===== config.mk =====
export PLATFORM = sky130hd
export DESIGN_NAME = egbr_acc
export DESIGN_NICKNAME = d
export VERILOG_FILES = /design/src/egbr_pkg.sv /design/src/egbr_acc.sv
export SDC_FILE = /design/constraint.sdc
export NUM_CORES = 1
export LEC_CHECK = 0
export ABC_AREA = 1
export BUFFER_PORTS_ARGS = -buffer_cell sky130_fd_sc_hd__clkbuf_2
export CORE_AREA = 4 4 92 94
export CTS_BUF_LIST = sky130_fd_sc_hd__clkbuf_16
export DETAILED_ROUTE_END_ITERATION = 12
export DIE_AREA = 0 0 96 98
export PLACE_DENSITY_LB_ADDON = 0.15
export SLEW_MARGIN = 20
export SYNTH_ARGS = -nofsm -noshare
export SYNTH_HDL_FRONTEND = slang
export SYNTH_SLANG_ARGS = --single-unit

===== constraint.sdc =====
create_clock -name clk_i -period 7.2 [get_ports clk_i]
set_input_delay 0.72 -clock clk_i [delete_from_list [all_inputs] [get_ports clk_i]]
set_output_delay 0.72 -clock clk_i [all_outputs]
set_load 0.02 [all_outputs]

===== src/egbr_pkg.sv =====
// Shared types, codes and constants of the Exp-Golomb bitstream reader.
package egbr_pkg;

  // Default buffer size in bytes
  localparam int BUFFER_BYTES_DEF = 4096;

  // Longest fixed field and longest ue zero prefix
  localparam logic [5:0] MAX_FIELD_BITS = 6'd32;
  localparam logic [5:0] UE_MAX_ZEROS   = 6'd31;

  // Field widths of the request and result channels
  localparam int ACTION_W = 3;
  localparam int INDEX_W  = 12;
  localparam int BYTE_W   = 8;
  localparam int BIT_W    = 3;
  localparam int COUNT_W  = 6;
  localparam int VALUE_W  = 33;
  localparam int STATUS_W = 2;
  localparam int CURSOR_W = 13;
  localparam int ACC_W    = 32;

  // Request actions
  localparam logic [ACTION_W-1:0] ACT_WRITE = 3'd0;
  localparam logic [ACTION_W-1:0] ACT_SET   = 3'd1;
  localparam logic [ACTION_W-1:0] ACT_FIXED = 3'd2;
  localparam logic [ACTION_W-1:0] ACT_UE    = 3'd3;
  localparam logic [ACTION_W-1:0] ACT_SE    = 3'd4;

  // Result status codes
  localparam logic [STATUS_W-1:0] ST_OK          = 2'd0;
  localparam logic [STATUS_W-1:0] ST_PAST_END    = 2'd1;
  localparam logic [STATUS_W-1:0] ST_LONG_PREFIX = 2'd2;

  // Sequencer states
  typedef enum logic [1:0] {
    S_IDLE,
    S_FETCH,
    S_BITS,
    S_FINISH
  } state_e;

  // Kind of field being read
  typedef enum logic [1:0] {
    M_FIXED,
    M_UE,
    M_SE
  } mode_e;

  // Commands from the sequencer to the shift/accumulate unit
  typedef struct packed {
    logic clear;
    logic shift;
    logic zero_inc;
    logic bit_in;
  } acc_cmd_t;

endpackage


===== src/egbr_acc.sv =====
// Shift/accumulate unit: gathers field bits, counts ue prefix zeros, forms the value.
module egbr_acc import egbr_pkg::*; (
  input  logic                      clk_i,
  input  acc_cmd_t                  cmd_i,
  input  mode_e                     mode_i,
  output logic [COUNT_W-1:0]        zeros_o,
  output logic signed [VALUE_W-1:0] value_o
);

  logic [ACC_W-1:0]   acc_q, acc_d;
  logic [COUNT_W-1:0] zeros_q, zeros_d;
  logic [VALUE_W-1:0] lead;
  logic [VALUE_W-1:0] half;

  // Accumulator and zero counter updates
  always_comb begin
    acc_d   = acc_q;
    zeros_d = zeros_q;
    if (cmd_i.clear) begin
      acc_d   = '0;
      zeros_d = '0;
    end else begin
      if (cmd_i.shift) begin
        acc_d = {acc_q[ACC_W-2:0], cmd_i.bit_in};
      end
      if (cmd_i.zero_inc) begin
        zeros_d = zeros_q + COUNT_W'(1);
      end
    end
  end

  always_ff @(posedge clk_i) begin
    acc_q   <= acc_d;
    zeros_q <= zeros_d;
  end

  // ue value is (2^zeros | suffix) - 1; se magnitude is that sum halved
  assign lead = VALUE_W'(acc_q) | (VALUE_W'(1) << zeros_q);
  assign half = lead >> 1;

  always_comb begin
    case (mode_i)
      M_UE:    value_o = $signed(lead - VALUE_W'(1));
      M_SE:    value_o = lead[0] ? $signed(VALUE_W'(0) - half) : $signed(half);
      default: value_o = $signed(VALUE_W'(acc_q));
    endcase
  end

  assign zeros_o = zeros_q;

endmodule


==> results.cfg, run 1 <==
[global_routing]
overflow = 0
grt_pass1_vias = 5377
grt_pass1_wl_um = 27900
grt_max_degree = 52
gr-usage-all-layers = 0.377
antenna_found_initial = 0

[logic_synthesis]
synth_fa_ha_area_frac = 0.0304
synth_cells = 836
ys_seq_area_frac = 0.168
synth.distinct_cells = 33
ys_seq_elements = 38
synth_edf_count = 0
syn-cell-area_um2 = 4530
synth_compound_area_frac = 0.193
async_flop_share = 0
synth-simple-area-share = 0.531
syn_avg_cell_area_um2 = 5.42
synth_nets = 854
synth-xor-area-share = 0
yosysWarnings = 0
synth_top_family_by_area = simple AND/OR/NAND/NOR gates
synth.mux.area_fraction = 0
synth_flop_cell = dfxtp_1

[critical_path]
r2r_end = zeros_o[4]
worst_setup_path_start_kind = register
endpoint_kind = output pin
arrival_ns = 3.58
reg2reg_slack_ns = 5.61
regToRegStartpoint = zeros_o[3]
path_max_fanout = 41
worstSetupPathType = register to output pin
worstPathRequired_ns = 6.48
r2r_cells = 4

[clock_network]
postCtsSetupRepairBufs = 0
clock-sinks = 38
clk_latency_ns = 0.28
cts.repair.resized = 0
cts_tree = built
clk_pin_slew_ns = 0.06
h-tree-depth = 2
root_buffer = clkbuf_16
hold_buffers = 0
clk_path_buf_depth = 2
cts_buffers = 5

[timing]
setup_viol = 0
fmax_ghz = 0.233
hold_viol = 0
worst_slew_pin_slew_ns = 0.744
period_needed_ns = 4.30
skew_ns = 0.00677
relSlewSlack = 0.504
min_period_over_period = 0.597
tns_ns = 0
slew_violations = 0
rsz0062_at_grt = no

[drt]
vias = 5911
wl_per_cell_um = 18.3
drtIter0Drc = 849
wl_um = 17700
ant_nets = 0
vias_per_cell = 6.14
first_pass_iters = 6
drcViolationCount = 0

[cells_and_area]
nets = 878
post_route_cells_drive_above_1_share = 0.129
stdcell_count = 963
final_util = 0.639
n_antenna_cell = 0
areaGrowthSynthToFinish_pct = 7.87

[power_and_ir_drop]
p_leak_nw = 2.37
p_per_area_nw_per_um2 = 164
peakVddDrop_mv = 0.261
power_mw = 0.800

[floorplanning]
die_y_um = 98
coreArea_um2 = 7650
dieWidth_um = 96
ios = 46
die-area_um2 = 9410
initial_core_util = 0.592
fp-row-count = 32

[placed_design]
port_buffers = 45
dp.cells = 955
hpwl_um = 13600
gp_congestion = 1.06

[hold_path]
min-delay-start = acc_q[1]
worstHoldEndpoint = acc_q[1]
hp-class = register to register
hold-path-cell-count = 2

[flow_run]
maxCapViolations = 0

[outcome]
outcome = finished, final reports clean
## worst max-delay path, cell delays in order (launching register included)
cell and delay, ns:
dfxtp_1 0.65, inv_2 0.20, nand3_1 0.20, nor2_1 0.06, nand2_1 0.07, nand2_1 0.04
buf_4 0.28, clkinv_1 0.22, ha_1 0.24, inv_1 0.05, nor2_1 0.16, nand2_1 0.19
nor2_2 0.28, nand3_1 0.11, nand2_1 0.07, nand3_1 0.06, nand2_1 0.10, nand2_1 0.07
nand2_1 0.08, clkbuf_2 0.16
## routing by layer
layer	part of all wire	vias to the layer above	routed length [um]	global-route usage
met1	0.40	2620	7090	0.541
met2	0.44	435	7750	0.557
met4	0.033	0	582	0.115
li1	-	2802	-	-
met3	0.13	54	2240	0.0824
met5	0	-	0	0
## kinds of logic after synthesis
kind of cell             after synthesis
AO/OA/AOI/OAI                        144
adder cells (fa/ha/maj)               11
buffers and inverters                 83
flip-flops                            38
AND/OR/NAND/NOR                      560
## cells in the mapped netlist (8+ instances only)
cell type | n | area (um2)
o21ai_0 | 31 | 155
clkbuf_1 | 16 | 60.1
dfxtp_1 | 38 | 761
nand2_1 | 257 | 965
a211oi_1 | 17 | 128
nand2_2 | 13 | 81.3
o21bai_1 | 17 | 128
nor2_2 | 23 | 144
a31oi_1 | 11 | 68.8
a21oi_1 | 44 | 220
ha_1 | 11 | 138
o21ai_1 | 11 | 55.1
nor2_1 | 148 | 556
inv_1 | 44 | 165
nand3_1 | 96 | 480
nand4_1 | 8 | 50.1
## per-stage QoR
stage / worst slack, ns / instance area (um2) / hold slack (ns)
floorplan: 3.91 / 4530 / 0.451
global placement: 3.45 / 4750 / 0.468
detailed placement: 3.32 / 4750 / 0.490
CTS: 3.02 / 4880 / 0.496
global route: 2.62 / 4880 / 0.510
finish: 2.90 / 4880 / 0.501
## sequential cells by signal, indices dropped and copies added (netlist names)
signal / flops
zeros_o: 6
acc_q: 32
## report_power, final
part | internal, mW | total, mW | switching (mW)
Clock | 0.125 | 0.204 | 0.0795
Sequential | 0.218 | 0.230 | 0.0116
Combinational | 0.0997 | 0.366 | 0.266
## cell usage in the layout, fill, tap and decap left out, types with 5 or more instances in the layout
master / netlist / routed
a211oi_1: 17 / 17
a21oi_1: 44 / 44
a31oi_1: 11 / 11
clkbuf_16: 0 / 5
clkbuf_2: 0 / 45
dfxtp_1: 38 / 38
ha_1: 11 / 11
inv_1: 44 / 45
nand2_1: 257 / 257
nand2_2: 13 / 13
nand3_1: 96 / 96
nand4_1: 8 / 8
nor2_1: 148 / 148
nor2_2: 23 / 23
nor2_4: 6 / 6
nor3_1: 5 / 5
o21ai_0: 31 / 31
o21ai_1: 11 / 11
o21bai_1: 17 / 17
## layout make-up
| cell class | count | area [um2] |
|---|---|---|
| clock buffer | 5 | 125 |
| clock inverter | 3 | 12.5 |
| fill | 744 | 2760 |
| inverter | 51 | 191 |
| multi-input combinational | 715 | 3410 |
| sequential | 38 | 761 |
| tap | 102 | 128 |
| timing repair buffer | 49 | 255 |
## worst max path at each step
stage	from	to	slack, ns	depth (start not counted)
6_report	zeros_o[3]	value_o[18]	2.90	19
5_1_grt	zeros_o[3]	value_o[18]	2.62	19
4_1_cts	zeros_o[1]	value_o[14]	3.02	17
3_5_place_dp	zeros_o[1]	value_o[14]	3.32	17
3_3_place_gp	zeros_o[1]	value_o[26]	3.45	20
2_1_floorplan	zeros_o[0]	value_o[26]	3.91	18
Note: power is estimated with default switching activity, not from simulation.
==> inputs of run 2 (changes only) <==
- CORE_AREA: 4 4 92 94 -> 4 4 96 98
- DIE_AREA: 0 0 96 98 -> 0 0 100 102
- clock period: 7.2 -> 3.44 ns (I/O delays scaled with it)
==> results.cfg, run 2 (same netlist as run 1, synthesis figures left out) <==
[drt]
wl_per_cell_um = 19.4
first_pass_iters = 7
drcViolationCount = 0
vias = 6044
wl_um = 19100
vias_per_cell = 6.11
ant_nets = 0
drtIter0Drc = 729

[cells_and_area]
multiInputGateArea_um2 = 3530
n_fill_cell = 834
top_register = acc_q
nets = 898
final_cell_area_um2 = 5210
largest_reg_flops = 32
areaGrowthSynthToFinish_pct = 15.0
post_route_cells_drive_above_1_share = 0.174
ff_latch_area_um2 = 763
stdcell_count = 989
final_cell_mix = nand2_1, nor2_1, nand3_1
final_common_cell = nand2_1
n_antenna_cell = 0

[clock_network]
root_buffer = clkbuf_16
clk_latency_ns = 0.28
clock-sinks = 38
cts_buffers = 5
clk_path_buf_depth = 2
h-tree-depth = 2
cts_tree = built
clk_pin_slew_ns = 0.05

[power_and_ir_drop]
p_leak_nw = 2.51
pwr-share-comb = 0.454
power_switching_mw = 0.784
internal_power_mw = 1.03
p_per_area_nw_per_um2 = 349
power_frac_clock = 0.281
power_mw = 1.82
p_seq_frac = 0.265
switching_share = 0.432
peakVddDrop_mv = 0.387

[global_routing]
gr-usage-all-layers = 0.372
grt_pass1_wl_um = 29500
grt_pass1_vias = 5411
grt_max_degree = 41
overflow = 0
antenna_found_initial = 0

[critical_path]
crit_top_cell = nor2_1
regToRegStartpoint = zeros_o[1]
critical_path.top_delay_family = simple AND/OR/NAND/NOR gates
worstPathRequired_ns = 3.10
worstSetupPathType = register to output pin
arrival_ns = 3.01
cp-startpoint = zeros_o[0]
path_cells = ha_1, ha_1, inv_1, nor2_1, a21oi_2, nand3_2, nor2_4, nand2_1, o21ai_1, a21oi_1, nor2_1, nor2_1, nor2_1, clkbuf_2
path_buf_inv = 2
critPathMaxStageDelay_ns = 0.36
slowest_stage = o21ai_1
endpoint_kind = output pin
worst_setup_path_start_kind = register
path_max_fanout = 6

[floorplanning]
die_y_um = 102
ios = 46
die-area_um2 = 10200
fp-row-count = 34
dieWidth_um = 100
coreArea_um2 = 8470
initial_core_util = 0.535

[outcome]
outcome = finished, final reports clean

[placed_design]
port_buffers = 45
gp_congestion = 1.02
hpwl_um = 14900
dp.cells = 977
placed_area_um2 = 4890
pre_cts_ws_ns = 0.284

[timing]
hold_viol = 0
fin_ws_ns = 0.0819
worst_slew_pin_slew_ns = 0.753
min_period_over_period = 0.976
fmax_ghz = 0.298
setup_viol = 0
relSlewSlack = 0.495
rsz0062_at_grt = yes
period_needed_ns = 3.36
whs_ns = 0.353
slew_violations = 0
skew_ns = 0.00866

[flow_run]
maxCapViolations = 0

[hold_path]
min-delay-start = cmd_i[1]
hp-class = input pin to register
## run 2: cell count changes in the layout (fill, tap and decap cells not counted), sizes merged
cell    before  now
inv         49   50
buf          4   24
clkinv       5    3
bufinv       0    1
## run 2: final cells by class
class	instances	share of cell area
tap	108	0.0259
sequential	38	0.147
clock inverter	3	0.00721
inverter	51	0.0368
timing repair buffer	69	0.0810
clock buffer	5	0.0240
multi-input combinational	715	0.679
## run 2: layer usage
layer / share of wire / vias up / wire [um] / track usage
met4: 0.036 / 0 / 684 / 0.146
met5: 0 / - / 0 / 0
met1: 0.40 / 2722 / 7650 / 0.515
met3: 0.13 / 49 / 2480 / 0.0826
met2: 0.44 / 430 / 8330 / 0.562
li1: - / 2843 / - / -
## run 2: final timing paths
kind              cells past startpoint     endpoint  slack (ns)
setup / recovery                     14  value_o[25]        0.08
hold / removal                        2   zeros_o[2]        0.35
setup reg to reg                      5   zeros_o[5]        1.99
hold reg to reg                       2    acc_q[29]        0.51
## run 2: metrics by stage
| step | util | setup TNS [ns] |
|---|---|---|
| floorplan | - | 0 |
| global placement | 0.577 | 0 |
| detailed placement | 0.577 | 0 |
| CTS | 0.597 | 0 |
| global route | 0.615 | -0.157 |
| finish | 0.615 | 0 |
## run 2: repair_timing
| action | 4_1_cts | 5_1_grt |
|---|---|---|
| hold buffers | 0 | 0 |
| endpoints found under the setup margin | 3 | 26 |
| gates resized for setup | 2 | 34 |
| buffers inserted | 0 | 4 |
| pin swaps | 0 | 4 |
## run 2: power by group through the flow
stage,Sequential [mW],Combinational [mW],Clock (mW)
after global routing,0.483,0.898,0.528
final,0.482,0.825,0.510
after detailed placement,0.488,0.762,0
after CTS,0.479,0.769,0.511
after floorplan,0.482,0.541,0
after global placement,0.486,0.754,0
## run 2: worst register-to-register path, cell delays in order (launching register included)
cell and delay (ns):
dfxtp_1 0.39, inv_1 0.13, nor3_1 0.31, nand2_1 0.14
o21ai_0 0.17, nor3b_1 0.22
